[config.mk]
export PLATFORM = sky130hd
export DESIGN_NAME = hvn_ctrl
export DESIGN_NICKNAME = d
export VERILOG_FILES = /design/src/rtl/hvn_pkg.sv /design/src/rtl/hvn_ctrl.sv
export SDC_FILE = /design/constraint.sdc
export NUM_CORES = 1
export LEC_CHECK = 0
export BUFFER_PORTS_ARGS = -buffer_cell sky130_fd_sc_hd__buf_4
export CORE_ASPECT_RATIO = 0.5
export CORE_MARGIN = 3
export CORE_UTILIZATION = 36
export DETAILED_ROUTE_END_ITERATION = 8
export SLEW_MARGIN = 10
export SYNTH_ARGS = -nofsm -noshare
export SYNTH_HDL_FRONTEND = slang
export SYNTH_SLANG_ARGS = --single-unit
[constraint.sdc]
create_clock -name clk_i -period 2.32 [get_ports clk_i]
set_input_delay 0.116 -clock clk_i [delete_from_list [all_inputs] [get_ports clk_i]]
set_output_delay 0.116 -clock clk_i [all_outputs]
set_load 0.005 [all_outputs]
[src/rtl/hvn_pkg.sv]
// ----------------------------------------------------------------------------
// hvn_pkg
// Shared constants, widths and controller/datapath types for the heightmap
// vertex and normal generator.
// ----------------------------------------------------------------------------
`default_nettype none

package hvn_pkg;

  // Tile geometry: interior length and padded row width.
  localparam int TILE_L   = 64;
  localparam int ROW_W    = TILE_L + 2;
  localparam int CNT_W    = 8;
  localparam int ADDR_W   = $clog2(2 * ROW_W);

  // Field and register widths.
  localparam int HGT_W    = 16;
  localparam int SCALE_W  = 24;
  localparam int TILE_W   = 10;
  localparam int CFG_W    = 24;
  localparam int CFG_IDX_W = 2;
  localparam int IDX_W    = 12;
  localparam int POS_W    = 16;
  localparam int PY_W     = 25;
  localparam int COMP_W   = 16;
  localparam int OUT_DATA_W = 184;

  // Arithmetic widths.
  localparam int MUL_W    = 24;
  localparam int PROD_W   = HGT_W + MUL_W;
  localparam int MAG_W    = 31;
  localparam int SQ_W     = 63;
  localparam int LEN_W    = 32;
  localparam int REM_W    = 48;
  localparam int STEP_W   = 5;
  localparam int SQ_STEPS = 32;
  localparam int DIV_STEPS = 16;
  localparam int SEL_W    = 3;

  // Configuration register indexes.
  localparam logic [CFG_IDX_W-1:0] REG_TILE_X = 2'd0;
  localparam logic [CFG_IDX_W-1:0] REG_TILE_Z = 2'd1;
  localparam logic [CFG_IDX_W-1:0] REG_SCALE  = 2'd2;
  localparam logic [SCALE_W-1:0]   SCALE_RESET = 24'd128002;

  // Output component selects for the division pass and length selects.
  localparam logic [SEL_W-1:0] CMP_NX = 3'd0;
  localparam logic [SEL_W-1:0] CMP_NY = 3'd1;
  localparam logic [SEL_W-1:0] CMP_NZ = 3'd2;
  localparam logic [SEL_W-1:0] CMP_TX = 3'd3;
  localparam logic [SEL_W-1:0] CMP_TY = 3'd4;
  localparam logic [SEL_W-1:0] LEN_NORMAL  = 3'd0;
  localparam logic [SEL_W-1:0] LEN_TANGENT = 3'd1;

  // Datapath operations.
  typedef enum logic [4:0] {
    OP_NONE,
    OP_ACCEPT,
    OP_RD_MID,
    OP_RD_L,
    OP_RD_R,
    OP_RD_U,
    OP_CAP_U,
    OP_WRITE,
    OP_MUL_DX,
    OP_MUL_DZ,
    OP_MUL_PY,
    OP_MUL_XH,
    OP_MUL_XM,
    OP_MUL_XL,
    OP_MUL_ZH,
    OP_MUL_ZM,
    OP_MUL_ZL,
    OP_SQ_INIT,
    OP_SQ_STEP,
    OP_SQ_SAVE,
    OP_DIV_INIT,
    OP_DIV_STEP,
    OP_DIV_SAVE,
    OP_LOAD_OUT
  } op_e;

  // Controller states.
  typedef enum logic [4:0] {
    ST_IDLE,
    ST_DECIDE,
    ST_RD_L,
    ST_RD_R,
    ST_RD_U,
    ST_CAP_U,
    ST_WRITE,
    ST_MUL_DX,
    ST_MUL_DZ,
    ST_MUL_PY,
    ST_MUL_XH,
    ST_MUL_XM,
    ST_MUL_XL,
    ST_MUL_ZH,
    ST_MUL_ZM,
    ST_MUL_ZL,
    ST_FLUSH,
    ST_SQ_INIT,
    ST_SQ_STEP,
    ST_SQ_SAVE,
    ST_DIV_INIT,
    ST_DIV_STEP,
    ST_DIV_SAVE,
    ST_OUT
  } state_e;

  typedef struct packed {
    op_e              op;
    logic [SEL_W-1:0] sel;
  } cmd_t;

  typedef struct packed {
    logic emit;
    logic out_busy;
  } sts_t;

endpackage

`default_nettype wire

[src/rtl/hvn_ctrl.sv]
// ----------------------------------------------------------------------------
// hvn_ctrl
// Sequencer that walks a vertex-making sample through line-store reads,
// multiplies, two square roots and five divisions, and only stores the rest.
// ----------------------------------------------------------------------------
`default_nettype none

module hvn_ctrl (
  input  wire logic          clk_i,
  input  wire logic          rst_ni,
  input  wire logic          in_valid_i,
  output logic               in_ready_o,
  input  wire hvn_pkg::sts_t sts_i,
  output hvn_pkg::cmd_t      cmd_o
);

  hvn_pkg::state_e state_q, state_d;
  logic [hvn_pkg::STEP_W-1:0] cnt_q, cnt_d;
  logic [hvn_pkg::SEL_W-1:0]  sel_q, sel_d;

  // State, step counter and component select registers.
  always_ff @(posedge clk_i or negedge rst_ni) begin
    if (!rst_ni) begin
      state_q <= hvn_pkg::ST_IDLE;
      cnt_q   <= '0;
      sel_q   <= '0;
    end else begin
      state_q <= state_d;
      cnt_q   <= cnt_d;
      sel_q   <= sel_d;
    end
  end

  // Next state and commands.
  always_comb begin
    state_d    = state_q;
    cnt_d      = cnt_q;
    sel_d      = sel_q;
    in_ready_o = 1'b0;
    cmd_o.op   = hvn_pkg::OP_NONE;
    cmd_o.sel  = sel_q;
    unique case (state_q)
      hvn_pkg::ST_IDLE: begin
        in_ready_o = 1'b1;
        if (in_valid_i) begin
          cmd_o.op = hvn_pkg::OP_ACCEPT;
          state_d  = hvn_pkg::ST_DECIDE;
        end
      end
      hvn_pkg::ST_DECIDE: begin
        if (sts_i.emit) begin
          cmd_o.op = hvn_pkg::OP_RD_MID;
          state_d  = hvn_pkg::ST_RD_L;
        end else begin
          cmd_o.op = hvn_pkg::OP_WRITE;
          state_d  = hvn_pkg::ST_IDLE;
        end
      end
      hvn_pkg::ST_RD_L: begin
        cmd_o.op = hvn_pkg::OP_RD_L;
        state_d  = hvn_pkg::ST_RD_R;
      end
      hvn_pkg::ST_RD_R: begin
        cmd_o.op = hvn_pkg::OP_RD_R;
        state_d  = hvn_pkg::ST_RD_U;
      end
      hvn_pkg::ST_RD_U: begin
        cmd_o.op = hvn_pkg::OP_RD_U;
        state_d  = hvn_pkg::ST_CAP_U;
      end
      hvn_pkg::ST_CAP_U: begin
        cmd_o.op = hvn_pkg::OP_CAP_U;
        state_d  = hvn_pkg::ST_WRITE;
      end
      hvn_pkg::ST_WRITE: begin
        cmd_o.op = hvn_pkg::OP_WRITE;
        state_d  = hvn_pkg::ST_MUL_DX;
      end
      hvn_pkg::ST_MUL_DX: begin
        cmd_o.op = hvn_pkg::OP_MUL_DX;
        state_d  = hvn_pkg::ST_MUL_DZ;
      end
      hvn_pkg::ST_MUL_DZ: begin
        cmd_o.op = hvn_pkg::OP_MUL_DZ;
        state_d  = hvn_pkg::ST_MUL_PY;
      end
      hvn_pkg::ST_MUL_PY: begin
        cmd_o.op = hvn_pkg::OP_MUL_PY;
        state_d  = hvn_pkg::ST_MUL_XH;
      end
      hvn_pkg::ST_MUL_XH: begin
        cmd_o.op = hvn_pkg::OP_MUL_XH;
        state_d  = hvn_pkg::ST_MUL_XM;
      end
      hvn_pkg::ST_MUL_XM: begin
        cmd_o.op = hvn_pkg::OP_MUL_XM;
        state_d  = hvn_pkg::ST_MUL_XL;
      end
      hvn_pkg::ST_MUL_XL: begin
        cmd_o.op = hvn_pkg::OP_MUL_XL;
        state_d  = hvn_pkg::ST_MUL_ZH;
      end
      hvn_pkg::ST_MUL_ZH: begin
        cmd_o.op = hvn_pkg::OP_MUL_ZH;
        state_d  = hvn_pkg::ST_MUL_ZM;
      end
      hvn_pkg::ST_MUL_ZM: begin
        cmd_o.op = hvn_pkg::OP_MUL_ZM;
        state_d  = hvn_pkg::ST_MUL_ZL;
      end
      hvn_pkg::ST_MUL_ZL: begin
        cmd_o.op = hvn_pkg::OP_MUL_ZL;
        state_d  = hvn_pkg::ST_FLUSH;
      end
      hvn_pkg::ST_FLUSH: begin
        sel_d   = hvn_pkg::LEN_NORMAL;
        state_d = hvn_pkg::ST_SQ_INIT;
      end
      hvn_pkg::ST_SQ_INIT: begin
        cmd_o.op = hvn_pkg::OP_SQ_INIT;
        cnt_d    = '0;
        state_d  = hvn_pkg::ST_SQ_STEP;
      end
      hvn_pkg::ST_SQ_STEP: begin
        cmd_o.op = hvn_pkg::OP_SQ_STEP;
        cnt_d    = cnt_q + 1'b1;
        if (cnt_q == hvn_pkg::STEP_W'(hvn_pkg::SQ_STEPS - 1)) begin
          state_d = hvn_pkg::ST_SQ_SAVE;
        end
      end
      hvn_pkg::ST_SQ_SAVE: begin
        cmd_o.op = hvn_pkg::OP_SQ_SAVE;
        if (sel_q == hvn_pkg::LEN_NORMAL) begin
          sel_d   = hvn_pkg::LEN_TANGENT;
          state_d = hvn_pkg::ST_SQ_INIT;
        end else begin
          sel_d   = hvn_pkg::CMP_NX;
          state_d = hvn_pkg::ST_DIV_INIT;
        end
      end
      hvn_pkg::ST_DIV_INIT: begin
        cmd_o.op = hvn_pkg::OP_DIV_INIT;
        cnt_d    = '0;
        state_d  = hvn_pkg::ST_DIV_STEP;
      end
      hvn_pkg::ST_DIV_STEP: begin
        cmd_o.op = hvn_pkg::OP_DIV_STEP;
        cnt_d    = cnt_q + 1'b1;
        if (cnt_q == hvn_pkg::STEP_W'(hvn_pkg::DIV_STEPS - 1)) begin
          state_d = hvn_pkg::ST_DIV_SAVE;
        end
      end
      hvn_pkg::ST_DIV_SAVE: begin
        cmd_o.op = hvn_pkg::OP_DIV_SAVE;
        if (sel_q == hvn_pkg::CMP_TY) begin
          state_d = hvn_pkg::ST_OUT;
        end else begin
          sel_d   = sel_q + 1'b1;
          state_d = hvn_pkg::ST_DIV_INIT;
        end
      end
      hvn_pkg::ST_OUT: begin
        // Wait until the output register is free.
        if (!sts_i.out_busy) begin
          cmd_o.op = hvn_pkg::OP_LOAD_OUT;
          state_d  = hvn_pkg::ST_IDLE;
        end
      end
      default: begin
        state_d = hvn_pkg::ST_IDLE;
      end
    endcase
  end

endmodule

`default_nettype wire

======== Yosys cells after proc, flatten, opt, wreduce, memory -nomap -nowiden ========
Index checks and enable logic that the tools add are counted.
storage, ports and cells
  register bits ........................... 13
  input bits .............................. 5
  logic and storage cells ................. 61
operators by class
  $add $sub $neg .......................... 2
  eq/ne operators ......................... 31
  mux-type cells .......................... 17
  reductions and logical operators ........ 8
operator list
  operator                                                               count
  5-bit one-hot mux with 24 select lines                                 1
  5-bit one-hot mux with 23 select lines                                 1
  5-bit by 4-bit equality test with 1-bit output, second input constant  9
  5-bit equality test, second input constant                             9
  5-bit two-way mux                                                      5
  5-bit by 3-bit equality test with 1-bit output, second input constant  4
  5-bit by 2-bit equality test with 1-bit output, second input constant  2
  2-bit inequality test, second input constant                           5
  5-bit one-hot mux with 2 select lines                                  1
  3-bit two-way mux                                                      3
  3-bit one-hot mux with 3 select lines                                  1
  5-bit by 1-bit adder with 5-bit output, second input constant          1
  5-bit by 1-bit equality test with 1-bit output, second input constant  1
  5-bit logical NOT                                                      1
  2-bit two-way mux                                                      2
  4-bit AND reduction                                                    1
  2-bit OR reduction                                                     2
  3-bit by 1-bit adder with 3-bit output, second input constant          1
  3-bit equality test, second input constant                             1
  3-bit logical NOT                                                      1
  1-bit two-way mux                                                      3
  3-bit nonzero test                                                     1
  2-bit AND reduction                                                    1
  2-bit nonzero test                                                     1

======== Longest topological paths before layout ========
Gate-level depths: netlist of the first run.
  depth in word-level cells ............... 3
  gate-level depth with buffers ........... 6
  gate-level depth less buffers ........... 6

======== Worst setup path before layout of the first run ========
Ideal clock, no wire load.
  path kind ............................... register -> register
  start ................................... reg cnt_q[0] (netlist bit)
  end ..................................... reg state_q[1]
  arrival time ............................ 1.475 ns
  slack ................................... 0.714 ns
  cell stages (with the launch flop) ...... 7
  buffers on the path ..................... 0
  clock period less this slack ............ 1.606 ns
  cell sequence ........................... dfrtp_1 -> ha_1 -> and3_1 -> ha_1 -> nor4_1 -> a221o_1 -> a31oi_1
between the ends
  cells in the longest elaborated chain, start to end .. 3
  elaborated cells between the ends (all ways) .. 5
  classes of those cells .................. 4 x eq/ne; 1 x reduce/logical
ends and longest elaborated chain
  what                                                                                   RTL line                          text
  start: declaration                                                                     hvn_ctrl.sv:18                    logic [hvn_pkg::STEP_W-1:0] cnt_q, cnt_d;
  start signal: assignment                                                               hvn_ctrl.sv:29                    cnt_q <= cnt_d;
  5-bit by 4-bit equality test with 1-bit output or 5-bit equality test (tied branches)  hvn_ctrl.sv:149, hvn_ctrl.sv:127
  2-bit inequality test (no line)                                                        n/a
  4-bit AND reduction (no line) *                                                        n/a
  end signal: assignment                                                                 hvn_ctrl.sv:24                    state_q <= hvn_pkg::ST_IDLE;
  end signal: assignment                                                                 hvn_ctrl.sv:28                    state_q <= state_d;
  end: declaration                                                                       hvn_ctrl.sv:17                    hvn_pkg::state_e state_q, state_d;
Mark *: on every way between the ends. The rest lies on a longest branch, timed or not.
A chain may end at the register's enable or synchronous reset.

==> results of run 1 <==
-- worst max-delay path, cell delays in order (launching register included) --
cell                      delay [ns]
sky130_fd_sc_hd__dfrtp_1        0.57
sky130_fd_sc_hd__or4_4          0.62
sky130_fd_sc_hd__nor2_1         0.18
sky130_fd_sc_hd__a311o_1        0.16
sky130_fd_sc_hd__buf_4          0.11
-- flip-flops by register name, summed over array words and instances, names as in the netlist --
name and cells:
state_q 5, sel_q 3, cnt_q 5
-- placed cells by master (no fill, tap or decap), types with 5 or more instances in the layout --
| cell type | count |
|---|---|
| sky130_fd_sc_hd__a31oi_1 | 7 |
| sky130_fd_sc_hd__o21ai_0 | 8 |
| sky130_fd_sc_hd__ha_1 | 5 |
| sky130_fd_sc_hd__nand2_1 | 15 |
| sky130_fd_sc_hd__dfrtp_1 | 13 |
| sky130_fd_sc_hd__nand3_1 | 6 |
| sky130_fd_sc_hd__nor3_1 | 6 |
| sky130_fd_sc_hd__buf_4 | 19 |
| sky130_fd_sc_hd__inv_1 | 7 |
| sky130_fd_sc_hd__nor2_1 | 14 |
-- final cells by class --
class,instances,area [um^2]
Inverter,7,26.28
Tap cell,40,50.05
Multi-Input combinational cell,120,782.0
Timing Repair Buffer,20,152.6
Clock buffer,4,45.04
Sequential cell,13,325.3
Fill cell,323,1737
-- report_power, final --
group / internal [mW] / total (mW) / switching, mW / leakage (nW)
Sequential: 0.323 / 0.522 / 0.199 / 0.152
Combinational: 0.585 / 1.28 / 0.699 / 0.400
Clock: 0.122 / 0.213 / 0.0913 / 0.0228
-- path summary, 6_finish.rpt --
kind	from	endpoint	slack [ns]	cells past startpoint
worst max-delay path	state_q[3]	cmd_o[3]	0.30	4
worst min-delay path	sts_i[0]	state_q[4]	0.18	3
worst max register to register	state_q[2]	sel_q[2]	0.52	5
worst min register to register	sel_q[1]	sel_q[1]	0.55	1
max in group asynchronous	rst_ni	cnt_q[3]	1.88	2
min in group asynchronous	rst_ni	state_q[4]	0.26	2
-- stage by stage --
step           total power [mW]  hold WS (ns)
2_1_floorplan             1.452       -0.1796
6_report                  2.019        0.1763
4_1_cts                   2.017        0.1699
3_5_place_dp              1.792      -0.01599
5_1_grt                   2.209        0.2041
3_3_place_gp              1.784      -0.01887
-- per-layer routing --
layer	vias to the layer above	share of wire	track usage
met5	-	0	0
met2	53	0.40	0.2184
met3	2	0.092	0.04378
li1	606	-	-
met1	579	0.50	0.2725
met4	0	0.0043	0.02108
-- logic make-up (layout without fill, tap and decap cells) --
logic type,Yosys count,count (layout)
buffers and inverters,21,31
DFF,13,13
adders and majority gates,5,5
muxes,2,2
and+or+nand+nor,63,63
AOI/OAI and AO/OA,48,48
xor gates and xnor gates,2,2
==> metrics.log, run 1 <==
[metrics] root buffer selected by CTS: sky130_fd_sc_hd__clkbuf_8
[metrics] worst setup slack after placement: 0.5846 ns
[metrics] filler-free cell count of the finished design: 204
[metrics] number of cells upsized or downsized after cts: 0
[metrics] die outline height: 47.19 um
[metrics] async set-or-reset flop fraction in the synthesized netlist: 1.000
[metrics] vias in the first global route: 1019
[metrics] Final Max Tran Viols: 0
[metrics] placed wire-length estimate after detailed placement: 2293 um
[metrics] Die X: 88.37 um
[metrics] compound-cell area share of the yosys netlist: 0.2889
[metrics] global-route wire length before repair: 5340 um
[metrics] number of nets at the end of the flow: 175
[metrics] maximum capacitance violations: 0
[metrics] Placed Area: 0.001326 mm^2
[metrics] Max-slew headroom: 0.6390
[metrics] post-layout instance area: 0.001381 mm^2
[metrics] measured slew at the worst slew-check pin: 0.5415 ns
[metrics] required time of the worst setup path: 2.20 ns
[metrics] dominant cell type by area after synthesis: sky130_fd_sc_hd__dfrtp_1
[metrics] top-level port count: 14
[metrics] count of standard-cell rows: 14
[metrics] synthesis-to-layout area growth: 13.11%
[metrics] fraction of the mapped netlist area in adder cells: 0.05123
[metrics] startpoint type of the worst setup path: register
[metrics] number of distinct library cells after synthesis: 50
[metrics] Diodes inserted: 0
[metrics] post-synth net total: 164
[metrics] Clock Sink Count: 13
[metrics] RSZ-0062 raised after global routing: no
[metrics] Syn. warnings: 0
[metrics] dominant cells by area after synthesis: sky130_fd_sc_hd__dfrtp_1 (27%), sky130_fd_sc_hd__ha_1 (5.1%), sky130_fd_sc_hd__nand2_1 (4.6%)
[metrics] layout cell share with drive strength beyond 1: 0.1768
[metrics] clock skew: 0.003400 ns
[metrics] kind of capture point of the worst setup path: primary output
[metrics] portion of synthesized cell area occupied by the leading cell type: 0.2664
[metrics] critical path class: reg -> out
[metrics] share of the clock period used by the worst path: 0.8707
[metrics] highest ir drop seen on vdd: 0.0005535 V
[metrics] largest fanout of any net on the critical path: 16
[metrics] leakage dissipation: 0.5742 nW
[metrics] Placed Cells incl. Taps: 199
[metrics] Cells after Synth: 154
[metrics] starting density of the core: 0.3917
[metrics] top achievable clock speed: 495.0 MHz
[metrics] number of levels in the clock H-tree: 1
[metrics] total negative slack for setup checks: 0 ns
[metrics] PnR worst setup slack: 0.2999 ns
[metrics] cell with the most instances after synthesis: sky130_fd_sc_hd__nand2_1
[metrics] count of hold-fix buffers inserted at cts: 1
[metrics] simple logic cell fraction of the synthesized area: 0.2695
[metrics] combinational family with the most area after synthesis: compound AO/OA/AOI/OAI gates
[metrics] Total Wirelength: 3230 um
[metrics] Die ar.: 0.004170 mm^2
[metrics] outcome: finished clean
[metrics] list of most frequent post-synthesis cells: sky130_fd_sc_hd__nand2_1 (15), sky130_fd_sc_hd__nor2_1 (14), sky130_fd_sc_hd__dfrtp_1 (13)
[metrics] Yosys reg bits: 13
[metrics] final-report hold violation count: 0
[metrics] global placement routability congestion: 0.7958
[metrics] sequential area share after synthesis: 0.2664
[metrics] core occupancy in the finished layout: 0.4430
[metrics] Synth Area in XOR/XNOR: 0.01434
[metrics] detailed-routing iteration count for the pre-antenna-repair pass: 4
[metrics] worst endpoint data arrival time: 1.90 ns
[metrics] type of the tightest min-delay check: in -> reg
[metrics] Tmin final: 2.020 ns
[metrics] initial drt markers: 136
[metrics] maximum number of pins on one net before global-route repair: 27
[metrics] total DRC errors in the routed layout: 0
[metrics] primary flip-flop cell chosen by synthesis mapping: sky130_fd_sc_hd__dfrtp_1
[metrics] area of the core: 0.003118 mm^2
[metrics] number of antenna violations at the first check in global routing: 0
[metrics] count of flip-flops with a built-in enable after synthesis: 0
[metrics] global router's overall resource usage: 0.1681
[metrics] combined area of all synthesized cells: 0.001221 mm^2
[metrics] latest clock arrival within the worst-skew pair: 0.25 ns
[metrics] Syn Area/Cell: 7.930 um^2
[metrics] GRT overflow: 0
[metrics] TritonCTS clock tree: done
[metrics] per-cell routed wire length: 15.83 um
[metrics] mux share of post-synthesis cell area: 0.01639
[metrics] clock-pin slew of the registers on the worst-case setup and hold paths: 0.06 ns
[metrics] drt via density: 6.078
[metrics] via count: 1240
[metrics] Final setup viols: 0
[metrics] remaining antenna violation count: 0
[metrics] Post-CTS Setup Repair Bufs: 0
[metrics] power density over the cells: 1462 mW/mm^2
[metrics] number of CTS-inserted buffers: 3
[metrics] clock buffer depth: 2
[metrics] PortBufs: 13
Power figures use the tool's default switching activity.
==> inputs of run 2 (changes only) <==
--- a/config.mk
+++ b/config.mk
@@ -9,6 +9,7 @@
 export CORE_ASPECT_RATIO = 0.5
 export CORE_MARGIN = 3
 export CORE_UTILIZATION = 36
+export CTS_CLUSTER_DIAMETER = 30
 export DETAILED_ROUTE_END_ITERATION = 8
 export SLEW_MARGIN = 10
 export SYNTH_ARGS = -nofsm -noshare
==> constraint.sdc (replaced) <==
create_clock -name clk_i -period 1.9 [get_ports clk_i]
set_input_delay 0.095 -clock clk_i [delete_from_list [all_inputs] [get_ports clk_i]]
set_output_delay 0.095 -clock clk_i [all_outputs]
set_load 0.005 [all_outputs]
==> run 2 against run 1 <==
- utilization rose by 2.0 points
- setup slack got worse by 0.23 ns
- total power rose by 28%
- global-route usage barely moved
- non-clock buffer count rose by 8
- combinational power rose by 36%
- die area did not move
- register-to-register slack got worse by 0.34 ns
- cell count rose by 3.9%
- sequential power rose by 13%
==> metrics.log, run 2 (synthesis results as in run 1) <==
[metrics] Die ar.: 0.004170 mm^2 (unchanged)
[metrics] largest fanout of any net on the critical path: 8 (-8)
[metrics] placed wire-length estimate after detailed placement: 2441 um (+6.5%)
[metrics] cells traversed along the worst timing path: or4_4, nor2_1, a311o_1, buf_4
[metrics] required time of the worst setup path: 1.80 ns (-0.40 ns)
[metrics] Total Wirelength: 3244 um (+0.43%)
[metrics] Critical path buffers and inverters: 1 (unchanged)
[metrics] per-cell routed wire length: 15.30 um (-3.4%)
[metrics] clock-pin slew of the registers on the worst-case setup and hold paths: 0.06 ns (about the same)
[metrics] Clock Sink Count: 13 (unchanged)
[metrics] layout cell share with drive strength beyond 1: 0.2267 (+0.04991)
[metrics] share of the clock period used by the worst path: 0.9614
[metrics] worst endpoint data arrival time: 1.73 ns (-0.17 ns)
[metrics] startpoint type of the worst setup path: register
[metrics] RSZ-0062 raised after global routing: no
[metrics] clock buffer depth: 2 (unchanged)
[metrics] number of levels in the clock H-tree: 1 (unchanged)
[metrics] highest-count cells in the layout ignoring fill and taps: sky130_fd_sc_hd__buf_4 (27), sky130_fd_sc_hd__nand2_1 (15), sky130_fd_sc_hd__nor2_1 (14)
[metrics] top achievable clock speed: 547.4 MHz
[metrics] type of the tightest min-delay check: in -> reg
[metrics] largest stage delay on the critical path: 0.56 ns (-0.06 ns)
[metrics] synthesis-to-layout area growth: 18.24%
[metrics] Die X: 88.37 um (unchanged)
[metrics] number of nets at the end of the flow: 183 (+4.6%)
[metrics] maximum number of pins on one net before global-route repair: 15 (-44%)
[metrics] total negative slack for setup checks: 0 ns (unchanged)
[metrics] measured slew at the worst slew-check pin: 0.4569 ns (-0.08466 ns)
[metrics] final total power: 2.593 mW (+28%)
[metrics] number of CTS-inserted buffers: 3 (unchanged)
[metrics] area of the core: 0.003118 mm^2 (unchanged)
[metrics] vias in the first global route: 1064 (+4.4%)
[metrics] Max stage delay cell, worst path: sky130_fd_sc_hd__or4_4
[metrics] highest ir drop seen on vdd: 0.0005803 V (+4.8%)
[metrics] count of standard-cell rows: 14 (unchanged)
[metrics] die outline height: 47.19 um (unchanged)
[metrics] Diodes inserted: 0 (unchanged)
[metrics] GRT overflow: 0 (unchanged)
[metrics] final-report hold violation count: 0 (unchanged)
[metrics] global router's overall resource usage: 0.1677 (-0.0003804)
[metrics] total DRC errors in the routed layout: 0 (unchanged)
[metrics] via count: 1255 (+1.2%)
[metrics] global-route wire length before repair: 5237 um (-1.9%)
[metrics] leakage dissipation: 0.6113 nW (+6.5%)
[metrics] outcome: finished clean
[metrics] initial drt markers: 156 (+15%)
[metrics] clock skew: 0.001971 ns (-0.001429 ns)
[metrics] biggest registers after layout: cnt_q x5, state_q x5, sel_q x3
[metrics] latest clock arrival within the worst-skew pair: 0.25 ns (about the same)
[metrics] PortBufs: 13 (unchanged)
[metrics] Final setup viols: 0 (unchanged)
[metrics] critical path class: reg -> out
[metrics] top-level port count: 14 (unchanged)
[metrics] number of antenna violations at the first check in global routing: 0 (unchanged)
[metrics] maximum capacitance violations: 0 (unchanged)
[metrics] Max-slew headroom: 0.6941 (+0.05506)
[metrics] kind of capture point of the worst setup path: primary output
[metrics] Tmin final: 1.827 ns
[metrics] TritonCTS clock tree: done
[metrics] drt via density: 5.920 (-2.6%)
[metrics] starting density of the core: 0.3917 (unchanged)
[metrics] detailed-routing iteration count for the pre-antenna-repair pass: 4 (unchanged)
[metrics] most common cell after layout, fill and taps aside: sky130_fd_sc_hd__buf_4
[metrics] power density over the cells: 1796 mW/mm^2 (+23%)
[metrics] remaining antenna violation count: 0 (unchanged)
[metrics] Final Max Tran Viols: 0 (unchanged)
[metrics] global placement routability congestion: 0.8454 (+6.2%)
[metrics] Largest delay share family, worst path: simple AND/OR/NAND/NOR gates
[metrics] root buffer selected by CTS: sky130_fd_sc_hd__clkbuf_8
run 2: cell types whose count changed in the layout (fill, tap and decap cells not counted):
| cell | delta |
|---|---|
| sky130_fd_sc_hd__dfrtp_1 | -2 |
| sky130_fd_sc_hd__buf_4 | +8 |
| sky130_fd_sc_hd__dfrtp_2 | +2 |
run 2: routing by layer:
metal  vias to the layer above  part of all wire  GRT usage  wire length [um]
met3                         5             0.092    0.05079               299
met4                         0            0.0077    0.02711                25
met5                         -                 0          0                 0
met1                       577              0.49     0.2508              1588
li1                        615                 -          -                 -
met2                        58              0.41     0.2392              1330
run 2: area by class of cell:
class | count | area (um^2)
Multi-Input combinational cell | 120 | 782.0
Fill cell | 331 | 1674
Inverter | 7 | 26.28
Clock buffer | 4 | 45.04
Tap cell | 40 | 50.05
Timing Repair Buffer | 28 | 212.7
Sequential cell | 13 | 327.8
run 2: per-stage QoR:
step / instance area [um^2] / util / std cells / hold slack (ns) / setup WS (ns)
5_1_grt: 1444 / 0.4631 / 212 / 0.1468 / 0.02600
4_1_cts: 1441 / 0.4623 / 212 / 0.1298 / 0.01769
3_5_place_dp: 1386 / 0.4446 / 207 / -0.03926 / 0.2057
2_1_floorplan: 1221 / - / 154 / -0.2006 / 0.2937
3_3_place_gp: 1386 / 0.4446 / 207 / -0.03893 / 0.2291
6_report: 1444 / 0.4631 / 212 / 0.1362 / 0.07327
run 2: worst paths after layout:
kind,from,to,slack (ns),depth (start not counted)
setup / recovery,state_q[3],cmd_o[3],0.07,4
max in group asynchronous,rst_ni,state_q[3],1.48,2
hold / removal,sts_i[0],state_q[4],0.14,3
setup reg to reg,cnt_q[0],state_q[1],0.18,6
hold reg to reg,sel_q[1],sel_q[1],0.55,1
min in group asynchronous,rst_ni,sel_q[1],0.23,2
run 2: worst register-to-register path, cell delays in order, from the launching register on:
cell and delay [ns]:
sky130_fd_sc_hd__dfrtp_1 0.42, sky130_fd_sc_hd__ha_1 0.26, sky130_fd_sc_hd__and3_1 0.21, sky130_fd_sc_hd__ha_1 0.19
sky130_fd_sc_hd__nor4_1 0.29, sky130_fd_sc_hd__a221o_1 0.19, sky130_fd_sc_hd__a31oi_1 0.04
run 2: what timing repair did:
item                                   CTS  global route
buffers inserted                         0             0
setup endpoints to repair                0             2
endpoints found under the hold margin   13             0
gates resized for setup                  0             2
hold buffers                             1             0
run 2: report_power, final:
part           internal (mW)  leakage [nW]  switching (mW)  total, mW
logic                  0.818         0.439           0.924       1.74
registers              0.401         0.149           0.188      0.589
clock network          0.149        0.0228           0.113      0.262
